`src/rtl/acc_cpu_pkg.sv`:
```
// Shared constants and types for the accumulator machine
`timescale 1ns / 1ps
package acc_cpu_pkg;
  localparam int MemBytes   = 2048;
  localparam int AddrW      = 11;
  localparam int WordW      = 16;
  localparam logic [AddrW-1:0] DataBaseRst = 11'd1024;

  // request functions
  localparam logic [1:0] FUNC_WR   = 2'd0;
  localparam logic [1:0] FUNC_RD   = 2'd1;
  localparam logic [1:0] FUNC_EXEC = 2'd2;

  // opcodes
  localparam logic [3:0] OP_EOC   = 4'd0;
  localparam logic [3:0] OP_LOAD  = 4'd1;
  localparam logic [3:0] OP_STORE = 4'd2;
  localparam logic [3:0] OP_READ  = 4'd3;
  localparam logic [3:0] OP_WRITE = 4'd4;
  localparam logic [3:0] OP_ADD   = 4'd5;
  localparam logic [3:0] OP_SUB   = 4'd6;
  localparam logic [3:0] OP_MUL   = 4'd7;
  localparam logic [3:0] OP_DIV   = 4'd8;
  localparam logic [3:0] OP_MOD   = 4'd9;
  localparam logic [3:0] OP_NEG   = 4'd10;
  localparam logic [3:0] OP_NOP   = 4'd11;
  localparam logic [3:0] OP_JUMP  = 4'd12;
  localparam logic [3:0] OP_JNEG  = 4'd13;
  localparam logic [3:0] OP_JZERO = 4'd14;
  localparam logic [3:0] OP_HALT  = 4'd15;

  typedef struct packed {
    logic             start;
    logic [WordW-1:0] dividend;
    logic [WordW-1:0] divisor;
  } div_req_t;

  typedef struct packed {
    logic             done;
    logic [WordW-1:0] quot;
    logic [WordW-1:0] rem;
  } div_rsp_t;
endpackage

```
`src/rtl/acc_cpu_div.sv`:
```
// Iterative unsigned 16-bit restoring divider, one quotient bit per cycle
`timescale 1ns / 1ps
module acc_cpu_div
  import acc_cpu_pkg::*;
(
  input  logic     clk_i,
  input  logic     rst_ni,
  input  div_req_t req_i,
  output div_rsp_t rsp_o
);
  logic [WordW-1:0] quot_q, quot_d;
  logic [WordW:0]   rem_q, rem_d;
  logic [WordW-1:0] dvs_q, dvs_d;
  logic [4:0]       cnt_q, cnt_d;
  logic             busy_q, busy_d, done_q, done_d;
  logic [WordW:0]   trial;

  // shift in one dividend bit and try the subtract
  always_comb begin
    quot_d = quot_q;
    rem_d  = rem_q;
    dvs_d  = dvs_q;
    cnt_d  = cnt_q;
    busy_d = busy_q;
    done_d = 1'b0;
    trial  = {rem_q[WordW-1:0], quot_q[WordW-1]} - {1'b0, dvs_q};
    if (req_i.start) begin
      quot_d = req_i.dividend;
      rem_d  = '0;
      dvs_d  = req_i.divisor;
      cnt_d  = 5'd0;
      busy_d = 1'b1;
    end else if (busy_q) begin
      if (trial[WordW]) begin
        rem_d = {rem_q[WordW-1:0], quot_q[WordW-1]};
        quot_d = {quot_q[WordW-2:0], 1'b0};
      end else begin
        rem_d = trial;
        quot_d = {quot_q[WordW-2:0], 1'b1};
      end
      cnt_d = cnt_q + 5'd1;
      if (cnt_q == 5'(WordW - 1)) begin
        busy_d = 1'b0;
        done_d = 1'b1;
      end
    end
  end

  always_ff @(posedge clk_i or negedge rst_ni) begin
    if (!rst_ni) begin
      busy_q <= 1'b0;
      done_q <= 1'b0;
      cnt_q  <= '0;
    end else begin
      busy_q <= busy_d;
      done_q <= done_d;
      cnt_q  <= cnt_d;
    end
  end

  always_ff @(posedge clk_i) begin
    quot_q <= quot_d;
    rem_q  <= rem_d;
    dvs_q  <= dvs_d;
  end

  assign rsp_o.done = done_q;
  assign rsp_o.quot = quot_q;
  assign rsp_o.rem  = rem_q[WordW-1:0];
endmodule

```
`config.mk`:
```
export PLATFORM = sky130hd
export DESIGN_NAME = acc_cpu_div
export DESIGN_NICKNAME = d
export VERILOG_FILES = /design/src/rtl/acc_cpu_pkg.sv /design/src/rtl/acc_cpu_div.sv
export SDC_FILE = /design/constraint.sdc
export NUM_CORES = 1
export LEC_CHECK = 0
export ABC_AREA = 1
export BUFFER_PORTS_ARGS = -buffer_cell sky130_fd_sc_hd__clkbuf_2
export CAP_MARGIN = 15
export CELL_PAD_IN_SITES_DETAIL_PLACEMENT = 0
export CELL_PAD_IN_SITES_GLOBAL_PLACEMENT = 1
export CORE_UTILIZATION = 35
export CTS_CLUSTER_DIAMETER = 60
export CTS_CLUSTER_SIZE = 16
export DETAILED_ROUTE_END_ITERATION = 10
export PLACE_DENSITY = 0.86
export SLEW_MARGIN = 20
export SYNTH_ARGS = -nofsm -noshare
export SYNTH_HDL_FRONTEND = slang
export SYNTH_SLANG_ARGS = --single-unit
```
`constraint.sdc`:
```
create_clock -name clk_i -period 2.2 [get_ports clk_i]
set_input_delay 0.33 -clock clk_i [delete_from_list [all_inputs] [get_ports clk_i]]
set_output_delay 0.33 -clock clk_i [all_outputs]
set_load 0.02 [all_outputs]
```
Word-level counts from Yosys, hierarchy flattened:

Index checks and enable logic that the tools add are counted.

* memories: 0
* bits in registers: 55
* memory bits (read-only): 0
* bits in latches: 0
* logic and storage cells: 22
* bits in writable memories: 0

* order comparisons: 0
* reductions and logical operators: 1
* shift operators: 0
* eq/ne operators: 1
* multipliers: 0
* div/mod/pow operators: 0
* mux-type cells: 12
* bitwise operators: 0
* add/subtract/negate cells: 2

Operators with widths (number)
* 16-bit two-way mux: 3
* 17-bit by 16-bit subtractor with 17-bit output: 1
* 5-bit two-way mux: 2
* 1-bit two-way mux: 7
* 5-bit by 1-bit adder with 5-bit output (second input constant): 1
* 5-bit by 4-bit == test with 1-bit output (second input constant): 1
* 2-bit nonzero test: 1

Logic depth before layout (Yosys ltp):

Gate-level depths: netlist of run 1.

* depth in word-level cells: 4
* mapped depth: 16
* mapped depth without buffers: 15

Worst setup path after synthesis of run 1:

Ideal clock, no wire load.

* kind: register to register
* start: reg quot_q[15]
* end: reg quot_q[0], data pin
* cell stages (with the launch flop): 15
* clock period less this slack: 2.253 ns
* path slack: -0.053 ns
* data required time: 1.936 ns
* path buffers: 1
* arrival time: 1.989 ns
* library setup time: 0.264 ns
* path through: edfxtp_1 -> inv_1 -> ha_1 -> fa_1 -> inv_1 -> nand2_1 -> nand2_1 -> nand3_1 -> nand2_1 -> nand2_2 -> nand2_2 -> nand2_2 -> nand2_4 -> buf_6 -> o21ai_0

* word-level cells in the longest chain between the ends: 4

RTL lines
* start: declaration: line acc_cpu_div.sv:11 `logic [WordW-1:0] quot_q, quot_d;`
* start signal: assignment: line acc_cpu_div.sv:62 `quot_q <= quot_d;`
* 17-bit by 16-bit subtractor with 17-bit output: line acc_cpu_div.sv:26 `trial = {rem_q[WordW-1:0], quot_q[WordW-1]} - {1'b0, dvs_q};`
* 1-bit two-way mux: line acc_cpu_div.sv:34 `if (trial[WordW]) begin`
* 16-bit two-way mux: line acc_cpu_div.sv:33 `end else if (busy_q) begin`
* 16-bit two-way mux: line acc_cpu_div.sv:27 `if (req_i.start) begin`
* via quot_d[0]: line acc_cpu_div.sv:11

The timed path passes the listed nets, and every way through them passes these cells. The select of a mux whose other input is x is not followed.
A chain may end at the register's enable or synchronous reset.

Final worst setup path of run 1:

* start: reg quot_q[15]
* end: reg rem_q[14]

* word-level cells in the longest chain between the ends: 2

RTL lines
* 17-bit by 16-bit subtractor with 17-bit output: line acc_cpu_div.sv:26
* 16-bit two-way mux: line acc_cpu_div.sv:34
* end signal: assignment: line acc_cpu_div.sv:63 `rem_q <= rem_d;`
* end: declaration: line acc_cpu_div.sv:12 `logic [WordW:0] rem_q, rem_d;`

Every way passes these cells.

==> results summary, run 1 <==
The run finished with clean final reports. The post-synthesis register bit count is 55. The net count of the mapped netlist came out at 522. The register-to-register path setup slack is 90 ps.

STA puts the critical path data arrival time at 2360 ps. The net switching power figure came out at ~2.2 mW. The yosys synthesis warning count came out at 0. The internal power consumption came out at around 2.4 mW.

The fraction of the yosys area taken by sequential cells came out at 0.432. The share of Yosys cell area claimed by the top area cell type came out at 0.285. The CTS H-tree depth is 2. The synthesized netlist contains 30 unique library cells. The area of the die is 10000 µm². The multi-input logic area is 1620 µm². The kind of start point of the critical path is a flop. The clock skew is around 5.5 ps. The storage element area came out at 1460 µm². The final count of negative-setup-slack endpoints is 0. The largest net degree at the start of global routing is 25. The worst ir drop on vdd came out at 428 µV. The switching part of the total came out at 0.477.

The routing layer with the top usage in global route is met2. The total number of nets in the final design is 599. The number of detailed-routing iterations run before antenna repair came out at 4. The total of fill cells in the finished design came out at 1011.

The tool flagged a number of max-cap violations equal to 0. The area growth from synthesis to layout is 21.2%. The total number of vias came out at 3040. Of the cells placed in the final design, the portion with a size suffix greater than 1 is 0.190. The number of antenna violations at the first check in global routing was 0. The number of pins with negative max-slew slack in the final report came out at 0. The number of clock buffers added by TritonCTS is 5. The count of flip-flops with a built-in enable after synthesis came out at 32.

The number of antenna diodes in the final layout is 0. The placeable core area is 9280 µm². After technology mapping, the gate count stands at roughly 470. The placed instance count came out at 663. The share of total power dissipated in sequential elements is 0.319. The element type at the critical path end is a flop. For the pin with the worst max-slew slack, the measured transition is roughly 690 ps. The number of design-rule violations left by the first detailed-router iteration is 86. In the routed design, unresolved DRC markers number 0. The routed wirelength normalized by instance count is 12.2 µm. TritonCTS built the clock tree. The final period demand of the worst path is 2110 ps. The count of buffers from port buffering came out at 67. The biggest fanout along the worst timing path came out at 3. The worst reg2reg path depth is 15.

The area of the mapped netlist is 3370 µm². The total leakage power is 2.26 nW. The clock latency reported for the late side of the worst-skew pair is 310 ps.

The starting density of the core is 0.363. In the synthesized netlist the dominant register cell turns out to be sky130_fd_sc_hd__edfxtp_1. The cell sitting at the root of the clock tree is a sky130_fd_sc_hd__clkbuf_8. The count of antenna-violating nets left after detailed routing came out at 0. The placed wire-length estimate after detailed placement came out at roughly 6.1 mm. The global placer's final weighted congestion is 0.880. Using the TritonRoute via totals, the vias-per-cell ratio works out to 4.50. The number of rows in the core area is 35. The met1 track demand over resource in global routing is 0.218. For this run, asynchronously set or reset flops after synthesis account for 0.127.

Pin placement for this block handled 68 I/O pins. The worst setup path is of the reg -> reg kind. The commonest cells after synthesis are 200 x sky130_fd_sc_hd__nand2_1, 90 x sky130_fd_sc_hd__inv_1, 32 x sky130_fd_sc_hd__edfxtp_1. The via count of the first global-routing pass was between 2000 and 3000. The maximum clock frequency came out at 0.473 GHz. In this run the worst hold path is classified as in -> reg.

The post-route cell area came out at 4080 µm². The most common cell in the netlist is sky130_fd_sc_hd__nand2_1. In this run the cell area measured after placement is 3870 µm². In the global route stage, met2 resource usage came out at 0.307. The total routed wirelength came out at between 8 and 9 mm. The total number of clock tree sinks came out at 55. In the finished design, the share of the clock period the worst path needs comes to 0.961. The power density relative to cell area is between 1000 and 1500 nW/µm². The number of cells on the worst hold path came out at 1. The final hold violation count came out at 0. In the global route stage, overall resource usage came out at 0.171.

The normalized max-slew margin is 0.537. Clock-pin slew was measured on the worst setup and hold paths at 110 ps. The share of power burned in the clock network came out at 0.129.

In this run the vertical extent of the chip is around 100 µm. The largest area contributor in the synthesized netlist is sky130_fd_sc_hd__edfxtp_1. The first-pass GRT wire length came out at 13.6 mm. The clock passes through at most 2 buffers. The chip width came out at 100 µm. The final cell count without fillers is 675.

The required time reported for the critical path endpoint came out at 2440 ps. Of the total power, combinational logic draws 0.552. Sorting the synthesized cells by area gives the leading types as sky130_fd_sc_hd__edfxtp_1 29%, sky130_fd_sc_hd__nand2_1 22%, sky130_fd_sc_hd__inv_1 10%, sky130_fd_sc_hd__dfxtp_1 9.5%, sky130_fd_sc_hd__ha_1 6.7%.

Setup repair after global routing could not meet its margin everywhere. The average instance area after synthesis came out at 7.20 µm². For met3 alone, demand over resource in global routing was 0.0279.

The aggregate global routing overflow came out at 0.
## sequential cells by signal, indices dropped and copies added, names as in the netlist
signal,cells
dvs_q,16
quot_q,16
done_q,1
cnt_q,5
busy_q,1
rem_q,16
## timing repair
item,4_1_cts,5_1_grt
endpoints found under the hold margin,7,0
gates cloned,0,2
setup buffers,0,1
hold buffers,1,0
gates resized for setup,3,15
pin swaps,0,1
endpoints found under the setup margin,6,17
## layout by cell type, fill, tap and decap left out, drive strengths merged, types with 2 or more instances in the layout
master  instances
xnor2           4
nand3          25
and3            2
dfrtp           7
edfxtp         32
nand3b          2
xor2            3
ha             18
o21ai           6
nor3            7
dfxtp          16
clkbuf         73
nor2           17
buf             9
a21oi          10
nand2         210
nand4           6
inv            92
## cells by family after synthesis
logic type / Yosys count / synth area share
flip-flops: 55 / 0.432
AO/OA/AOI/OAI: 18 / 0.0286
AND/OR/NAND/NOR: 269 / 0.331
buffers and inverters: 100 / 0.117
XOR/XNOR: 7 / 0.0182
adder cells (fa/ha/maj): 19 / 0.0728
## final timing paths
path	endpoint	startpoint
setup / recovery	rem_q[14]	quot_q[15]
hold / removal	dvs_q[5]	req_i[5]
setup reg to reg	rem_q[14]	quot_q[15]
hold reg to reg	rem_q[8]	rem_q[8]
max in group asynchronous	busy_q	rst_ni
min in group asynchronous	done_q	rst_ni
## routing by layer
layer / vias up / share of wire
met3: 6 / 0.039
li1: 1588 / -
met5: - / 0
met1: 1381 / 0.46
met4: 0 / 0.0080
met2: 65 / 0.50
## power groups by stage
| stage | Clock (mW) | Sequential, mW | Combinational [mW] |
|---|---|---|---|
| after CTS | 0.612 | 1.48 | 2.40 |
| after global routing | 0.652 | 1.51 | 2.91 |
| after floorplan | 0 | 1.64 | 1.59 |
| final | 0.598 | 1.48 | 2.56 |
| after detailed placement | 0 | 1.51 | 2.35 |
| after global placement | 0 | 1.50 | 2.32 |
## critical path, cell delays in order (launching register included)
cell,delay [ps]
sky130_fd_sc_hd__edfxtp_1,360
sky130_fd_sc_hd__inv_1,60
sky130_fd_sc_hd__ha_2,200
sky130_fd_sc_hd__fa_2,350
sky130_fd_sc_hd__inv_1,80
sky130_fd_sc_hd__nand2_1,60
sky130_fd_sc_hd__nand2_2,80
sky130_fd_sc_hd__nand3_1,100
sky130_fd_sc_hd__nand2_2,110
sky130_fd_sc_hd__nand2_4,80
sky130_fd_sc_hd__nand2_4,100
sky130_fd_sc_hd__nand2_4,80
sky130_fd_sc_hd__buf_4,150
sky130_fd_sc_hd__nand3_1,60
sky130_fd_sc_hd__nand2_1,50
sky130_fd_sc_hd__o21ai_0,140
## metrics by stage
step           power (mW)   util  setup TNS (ps)  hold WS, ps  setup slack (ps)
2_1_floorplan        3.23      -               0         34.4              2.77
3_3_place_gp         3.82  0.417               0          177              69.3
3_5_place_dp         3.85  0.417           -51.2          184             -43.8
4_1_cts              4.49  0.430               0          176              3.05
5_1_grt              5.08  0.440            -741          171             -71.9
6_report             4.65  0.440               0          184              86.8
## area by class of cell
type                       instances  area share
tap                              129      0.0395
multi-input combinational        315       0.397
sequential                        55       0.357
inverter                          91      0.0836
clock inverter                     2     0.00398
timing repair buffer              77       0.101
clock buffer                       6      0.0178
Power figures use the tool's default switching activity.
==> inputs of run 2 (changes only) <==
--- a/config.mk
+++ b/config.mk
@@ -14,7 +14,7 @@
 export CTS_CLUSTER_DIAMETER = 60
 export CTS_CLUSTER_SIZE = 16
 export DETAILED_ROUTE_END_ITERATION = 10
-export PLACE_DENSITY = 0.86
+export PLACE_DENSITY = 0.83
 export SLEW_MARGIN = 20
 export SYNTH_ARGS = -nofsm -noshare
 export SYNTH_HDL_FRONTEND = slang
==> constraint.sdc (replaced) <==
create_clock -name clk_i -period 2.4 [get_ports clk_i]
set_input_delay 0.36 -clock clk_i [delete_from_list [all_inputs] [get_ports clk_i]]
set_output_delay 0.36 -clock clk_i [all_outputs]
set_load 0.02 [all_outputs]
==> run 2 against run 1 <==
Final area decreased by 2.3%. Clock skew is 4.0 ps higher. Core utilization decreased by 1.0 points. Via count down 0.69%. Worst hold slack better by 26 ps. Routed wire length down 3.8%. Maximum frequency decreased by 4.2%. Flip-flop and latch count unchanged. Critical path depth shrank 2. Combinational power is 13% lower. Global-route usage is 0.57 points lower. Sequential power fell by 8%. Critical path type unchanged. Largest cell class unchanged. Highest routed layer unchanged.
==> results summary, run 2 (synthesized netlist as in run 1, its figures left out) <==
The CTS H-tree depth is 2 (unchanged). The fraction of final layout cells with drive strength greater than 1 is 0.174 (was 0.190). The final worst hold slack is 210 ps (was 184 ps).

The register-to-register path setup slack is 190 ps (was 90 ps). The clock latency reported for the late side of the worst-skew pair came out at 320 ps (was 310 ps). The number of top-level pins came to 68 (unchanged). The number of design-rule violations left by the first detailed-router iteration is 173 (was 86). The cell at the root of the clock tree is sky130_fd_sc_hd__clkbuf_8 (unchanged). The total number of nets in the final design came out at 593 (was 599).

The least setup slack across all paths after layout came out at 193 ps (was 86.8 ps). The final period demand of the worst path is 2210 ps (was 2110 ps). Setup repair after global routing missed its margin: false (was true). The maximum clock frequency is 0.453 GHz (was 0.473 GHz). The first-pass GRT wire length is 13.1 mm (was 13.6 mm). The count of antenna-violating nets left after detailed routing is 0 (unchanged).

The placed instance count came out at 658 (was 663). The starting density of the core came to 0.363 (unchanged). The buffer count from post-CTS setup fixing came to 0 (unchanged). The element type at the critical path end is a flop (unchanged). The number of detailed-routing iterations run before antenna repair came out at 4 (unchanged). The power density relative to cell area is 1030 nW/µm² (was 1140 nW/µm²). The minimum setup slack after placement is 99.0 ps (was -43.8 ps). The number of CTS-inserted buffers is 5 (unchanged). The worst ir drop on vdd is 336 µV (was 428 µV).

The placeable core area came to 9280 µm² (unchanged). The capture instance of the worst register-to-register path is rem_q[13] (was rem_q[14]). The placed wire-length estimate after detailed placement is 5.94 mm (was 6.13 mm).

The number of rows in the core area came to 35 (unchanged). The die boundary height is 100 µm (unchanged). The most common cell after layout, fill and taps aside is sky130_fd_sc_hd__nand2_1 (unchanged). The number of antenna violations at the first check in global routing came out at 0 (unchanged). The share of the cycle needed by the critical path after routing is 0.920 (was 0.961). The final hold violation count is 0 (unchanged).

The critical path class is reg -> reg (unchanged). The biggest fanout along the worst timing path came out at 8 (was 3). The setup TNS after final layout came to 0 ps (unchanged). The worst hold path class is in -> reg (unchanged). The vias per cell came out at 4.51 (was 4.50). The required time reported for the critical path endpoint came out at 2600 ps (was 2440 ps). The number of DRC violations after detailed routing came out at 0 (unchanged).

The transition at the pin with the smallest max-transition slack came out at 675 ps (was 694 ps). The CTS tree is yes (unchanged). The all-layer global routing usage is 0.165 (was 0.171). The worst reg2reg path depth came out at 13 (was 15). The final count of negative-setup-slack endpoints was 0 (unchanged). Top Registers: dvs_q x16, quot_q x16, rem_q x16 (unchanged). The number of pins with negative max-slew slack in the final report is 0 (unchanged). The maximum number of buffers from clock root to sink is 2 (unchanged). The total number of clock tree sinks came out at 55 (unchanged). The start of the worst register-to-register path was quot_q[15] (unchanged).

Status: completed (unchanged). The normalized max-slew margin is 0.549 (was 0.537). The kind of start point of the critical path is a flop (unchanged). The hold path startpoint is req_i[11] (was req_i[5]).

The area of the die is 10000 µm² (unchanged). The data arrival time at the worst-slack endpoint came to 2410 ps (was 2360 ps). The register clock-pin slew on the reported worst setup and hold paths is 110 ps (about the same). The count of buffers from port buffering came to 67 (unchanged). The number of cells on the worst hold path was 1 (unchanged). The via count of the first global-routing pass was 2901 (was 2928).

Most used cells in the layout excluding fill and tap cells: 200 x sky130_fd_sc_hd__nand2_1, 90 x sky130_fd_sc_hd__inv_1, 67 x sky130_fd_sc_hd__clkbuf_2, 32 x sky130_fd_sc_hd__edfxtp_1, 23 x sky130_fd_sc_hd__nand3_1 (was 198 x sky130_fd_sc_hd__nand2_1, 90 x sky130_fd_sc_hd__inv_1, 67 x sky130_fd_sc_hd__clkbuf_2, 32 x sky130_fd_sc_hd__edfxtp_1, 23 x sky130_fd_sc_hd__nand3_1). The total leakage power is 2.23 nW (was 2.26 nW). The start point of the critical path was quot_q[15] (unchanged).

The aggregate global routing overflow was 0 (unchanged). The hold-critical path endpoint is dvs_q[11] (was dvs_q[5]). The final cell count without fillers is 669 (was 675). The global placer's final weighted congestion was 0.800 (was 0.880). The clock skew was 9.53 ps (was 5.52 ps). The total number of vias came to 3019 (was 3040).

The area growth from synthesis to layout is 18.5% (was 21.2%). The chip width was 100 µm (unchanged). The total routed wirelength was 7.94 mm (was 8.25 mm). The number of diodes added for antenna fixing came out at 0 (unchanged). The routed wirelength normalized by instance count came out at 11.9 µm (was 12.2 µm).

The largest net degree at the start of global routing came out at 38 (was 25). The max-cap violation count came out at 0 (unchanged).
-- run 2: cell count changes in the layout (fill, tap and decap cells not counted), sizes merged --
cell  delta
buf      -6
-- run 2: worst max-delay path, cell delays in order, from the launching register on --
cell	delay (ps)
sky130_fd_sc_hd__edfxtp_1	360
sky130_fd_sc_hd__inv_1	60
sky130_fd_sc_hd__ha_1	230
sky130_fd_sc_hd__fa_2	360
sky130_fd_sc_hd__inv_1	80
sky130_fd_sc_hd__nand2_1	50
sky130_fd_sc_hd__nand2_1	90
sky130_fd_sc_hd__nand3_1	70
sky130_fd_sc_hd__nand2_1	130
sky130_fd_sc_hd__nand2_2	100
sky130_fd_sc_hd__nand3_2	200
sky130_fd_sc_hd__nand2_4	150
sky130_fd_sc_hd__nor2_1	120
sky130_fd_sc_hd__o21ai_0	90
-- run 2: cell type report --
class,count,area [µm²]
Timing Repair Buffer,71,368
Clock inverter,2,16.3
Tap cell,129,161
Sequential cell,55,1460
Clock buffer,6,72.6
Multi-Input combinational cell,315,1580
Inverter,91,342
Fill cell,1017,5290
-- run 2: through the flow --
stage,util,power (mW),area [µm²]
finish,0.430,4.13,3990
global route,0.430,4.52,3990
CTS,0.424,4.02,3930
detailed placement,0.413,3.48,3830
global placement,0.413,3.46,3830
floorplan,-,2.96,3370
-- run 2: how the worst max path moves through the flow --
| stage | to | cells after the start | slack (ps) |
|---|---|---|---|
| finish | rem_q[13] | 13 | 190 |
| global route | rem_q[10] | 15 | 4 |
| CTS | rem_q[4] | 15 | 80 |
| detailed placement | rem_q[10] | 15 | 100 |
| global placement | rem_q[3] | 15 | 140 |
| floorplan | quot_q[0] | 14 | 150 |
-- run 2: power breakdown --
| group | internal (mW) | switching, mW |
|---|---|---|
| registers | 1.18 | 0.175 |
| clock network | 0.211 | 0.332 |
| logic | 0.764 | 1.46 |
-- run 2: what timing repair did --
item	CTS	global route
hold buffers	1	0
setup endpoints to repair	0	17
hold endpoints to repair	7	0
resized for setup	0	6
-- run 2: metal layers --
layer | track usage | vias to the layer above | part of all wire
met3 | 0.0292 | 9 | 0.047
met1 | 0.208 | 1362 | 0.46
met4 | 0.0457 | 0 | 0.014
li1 | - | 1579 | -
met5 | 0 | - | 0
met2 | 0.292 | 69 | 0.48
==> inputs of run 3 (changes only) <==
--- a/config.mk
+++ b/config.mk
@@ -10,11 +10,11 @@
 export CAP_MARGIN = 15
 export CELL_PAD_IN_SITES_DETAIL_PLACEMENT = 0
 export CELL_PAD_IN_SITES_GLOBAL_PLACEMENT = 1
-export CORE_UTILIZATION = 35
+export CORE_UTILIZATION = 39
 export CTS_CLUSTER_DIAMETER = 60
 export CTS_CLUSTER_SIZE = 16
 export DETAILED_ROUTE_END_ITERATION = 10
-export PLACE_DENSITY = 0.83
+export PLACE_DENSITY = 0.9
 export SLEW_MARGIN = 20
 export SYNTH_ARGS = -nofsm -noshare
 export SYNTH_HDL_FRONTEND = slang
==> run 3 against run 2 <==
Combinational power about the same. Clock power up 1%. Non-clock buffer count up 1. Power about the same. Flip-flop and latch count unchanged. Final area down 0.44%. Highest routed layer unchanged. Critical path type unchanged. Global-route usage up 1.6 points.
==> results summary, run 3 (synthesized netlist as in run 1, its figures left out) <==
The hold-critical path endpoint is dvs_q[1] (was dvs_q[11]). The number of top-level pins came to 68 (unchanged). The relative contribution of sequential cells to total power came to 0.327 (was 0.329). The clock skew came out at 7.05 ps (was 9.53 ps).

The most common cell after layout, fill and taps aside is sky130_fd_sc_hd__nand2_1 (unchanged). The number of cells on the worst hold path came to 1 (unchanged). The placeable core area is 8300 µm² (was 9280 µm²). Top Registers: dvs_q x16, quot_q x16, rem_q x16 (unchanged).

The area of the die came out at 9010 µm² (was 10000 µm²). The setup TNS after final layout came out at 0 ps (unchanged). The maximum clock frequency is 0.449 GHz (was 0.453 GHz). The register clock-pin slew on the reported worst setup and hold paths came out at 110 ps (about the same).

The storage element area came out at 1460 µm² (unchanged). The kind of start point of the critical path was a flop (unchanged). The vias per cell is 4.64 (was 4.51). The die boundary height came out at 94.9 µm (was 100 µm). The number of rows in the core area is 33 (was 35). The final period demand of the worst path is 2230 ps (was 2210 ps). The capture instance of the worst register-to-register path is quot_q[0] (was rem_q[13]). The power density relative to cell area came out at 1040 nW/µm² (was 1030 nW/µm²). The final count of negative-setup-slack endpoints came out at 0 (unchanged). Status: completed (unchanged). The routed wirelength normalized by instance count is 12.0 µm (was 11.9 µm). The chip width came out at 94.9 µm (was 100 µm). The count of buffers from port buffering came out at 67 (unchanged).

The cell at the root of the clock tree is sky130_fd_sc_hd__clkbuf_8 (unchanged). The CTS H-tree depth came out at 2 (unchanged). The hold path startpoint is req_i[1] (was req_i[11]). The area growth from synthesis to layout was 18.0% (was 18.5%). The normalized max-slew margin is 0.551 (was 0.549). The share of power burned in the clock network is 0.133 (was 0.132). The CTS tree is yes (unchanged).

The worst reg2reg path depth is 13 (unchanged). The internal power consumption is 2.16 mW (about the same). The maximum number of buffers from clock root to sink came to 2 (unchanged). The number of pins with negative max-slew slack in the final report came out at 0 (unchanged). The net switching power figure is 1.96 mW (was 1.97 mW). Setup repair after global routing missed its margin: false (unchanged). The number of diodes added for antenna fixing is 0 (unchanged).

The first-pass GRT wire length came out at 12.6 mm (was 13.1 mm). The buffer count from post-CTS setup fixing is 0 (unchanged). The element type at the critical path end is a flop (unchanged). The placed wire-length estimate after detailed placement came to 5.80 mm (was 5.94 mm). The required time reported for the critical path endpoint came out at 2470 ps (was 2600 ps).

The aggregate global routing overflow came out at 0 (unchanged). The total routed wirelength is 7.77 mm (was 7.94 mm). The number of detailed-routing iterations run before antenna repair is 4 (unchanged). The total leakage power was 2.23 nW (about the same). The global placer's final weighted congestion is 0.819 (was 0.800).

The total of fill cells in the finished design came out at 868 (was 1017). The worst ir drop on vdd is 396 µV (was 336 µV). The fraction of final layout cells with drive strength greater than 1 is 0.179 (was 0.174).

The final hold violation count came to 0 (unchanged). The data arrival time at the worst-slack endpoint is 2290 ps (was 2410 ps). The number of antenna violations at the first check in global routing came out at 0 (unchanged). The total number of nets in the final design is 594 (was 593). The via count of the first global-routing pass is 2798 (was 2901). The share of the cycle needed by the critical path after routing is 0.927 (was 0.920).

The post-layout total power came out at 4.12 mW (was 4.13 mW). Most used cells in the layout excluding fill and tap cells: 199 x sky130_fd_sc_hd__nand2_1, 90 x sky130_fd_sc_hd__inv_1, 67 x sky130_fd_sc_hd__clkbuf_2, 32 x sky130_fd_sc_hd__edfxtp_1, 23 x sky130_fd_sc_hd__nand3_1 (was 200 x sky130_fd_sc_hd__nand2_1, 90 x sky130_fd_sc_hd__inv_1, 67 x sky130_fd_sc_hd__clkbuf_2, 32 x sky130_fd_sc_hd__edfxtp_1, 23 x sky130_fd_sc_hd__nand3_1). The start of the worst register-to-register path is quot_q[15] (unchanged). The largest net degree at the start of global routing is 19 (was 38). The register-to-register path setup slack is 170 ps (was 190 ps). The biggest fanout along the worst timing path was 9 (was 8). The total number of vias is 3000 (was 3019). The number of DRC violations after detailed routing came out at 0 (unchanged). The count of antenna-violating nets left after detailed routing came to 0 (unchanged).

The total number of clock tree sinks is 55 (unchanged). The starting density of the core came to 0.406 (was 0.363). The combinational share of power came to 0.540 (about the same).

The transition at the pin with the smallest max-transition slack came out at 672 ps (was 675 ps). The worst hold path class is in -> reg (unchanged). The all-layer global routing usage came to 0.182 (was 0.165). The multi-input logic area is 1580 µm² (about the same). The number of design-rule violations left by the first detailed-router iteration came out at 113 (was 173). The number of CTS-inserted buffers came to 5 (unchanged). The critical path class is reg -> reg (unchanged). The switching part of the total was 0.476 (was 0.477). The clock latency reported for the late side of the worst-skew pair came out at 320 ps (about the same).

The max-cap violation count came out at 0 (unchanged).
[run 3: changes by cell type in the layout (fill, tap and decap cells not counted), sizes merged]
cell	before	now
clkbuf	73	72
inv	92	93
clkinvlp	1	0
buf	3	4
clkinv	0	1
[run 3: stage by stage]
stage	utilization	instances	area, µm²	worst slack (ps)	hold slack [ps]
floorplan	-	468	3370	147	64.4
global placement	0.459	635	3810	150	208
detailed placement	0.459	635	3810	76.9	216
CTS	0.472	644	3910	68.6	200
global route	0.479	646	3970	9.96	194
finish	0.479	646	3970	175	208
[run 3: routing by layer]
layer / share of wire / GRT usage / vias up
li1: - / - / 1581
met1: 0.44 / 0.215 / 1335
met2: 0.48 / 0.326 / 74
met3: 0.062 / 0.0419 / 10
met4: 0.015 / 0.0518 / 0
met5: 0 / 0 / -
[run 3: final cells by class]
type,instances,share of cell area
Sequential cell,55,0.366
Clock buffer,5,0.0173
Tap cell,105,0.0331
Timing Repair Buffer,72,0.0945
Multi-Input combinational cell,315,0.397
Inverter,91,0.0860
Clock inverter,3,0.00567
[run 3: worst max path at each step]
| stage | endpoint | slack (ps) | startpoint |
|---|---|---|---|
| 2_1_floorplan | quot_q[0] | 150 | quot_q[15] |
| 3_3_place_gp | rem_q[4] | 150 | quot_q[15] |
| 3_5_place_dp | rem_q[4] | 80 | quot_q[15] |
| 4_1_cts | rem_q[4] | 70 | quot_q[15] |
| 5_1_grt | rem_q[12] | 10 | quot_q[15] |
| 6_report | quot_q[0] | 170 | quot_q[15] |
[run 3: what timing repair did]
action,in CTS,in global routing
endpoints found under the setup margin,0,17
hold endpoints to repair,7,0
hold buffers,1,0
resized for setup,0,7
[run 3: power by group through the flow]
stage	clock network, mW	logic, mW	registers (mW)
after floorplan	0	1.45	1.50
after global placement	0	2.07	1.37
after detailed placement	0	2.09	1.37
after CTS	0.565	2.11	1.35
after global routing	0.599	2.54	1.37
final	0.549	2.23	1.35
[run 3: critical path: stages, from the launching register on]
cell and delay, ps:
sky130_fd_sc_hd__edfxtp_1 360, sky130_fd_sc_hd__inv_1 60, sky130_fd_sc_hd__ha_1 230, sky130_fd_sc_hd__fa_2 360, sky130_fd_sc_hd__inv_1 90, sky130_fd_sc_hd__nand2_1 50
sky130_fd_sc_hd__nand2_1 90, sky130_fd_sc_hd__nand3_1 100, sky130_fd_sc_hd__nand2_2 110, sky130_fd_sc_hd__nand2_2 80, sky130_fd_sc_hd__nand2_2 100, sky130_fd_sc_hd__nand2_2 120
sky130_fd_sc_hd__nand2_8 140, sky130_fd_sc_hd__o21ai_0 90
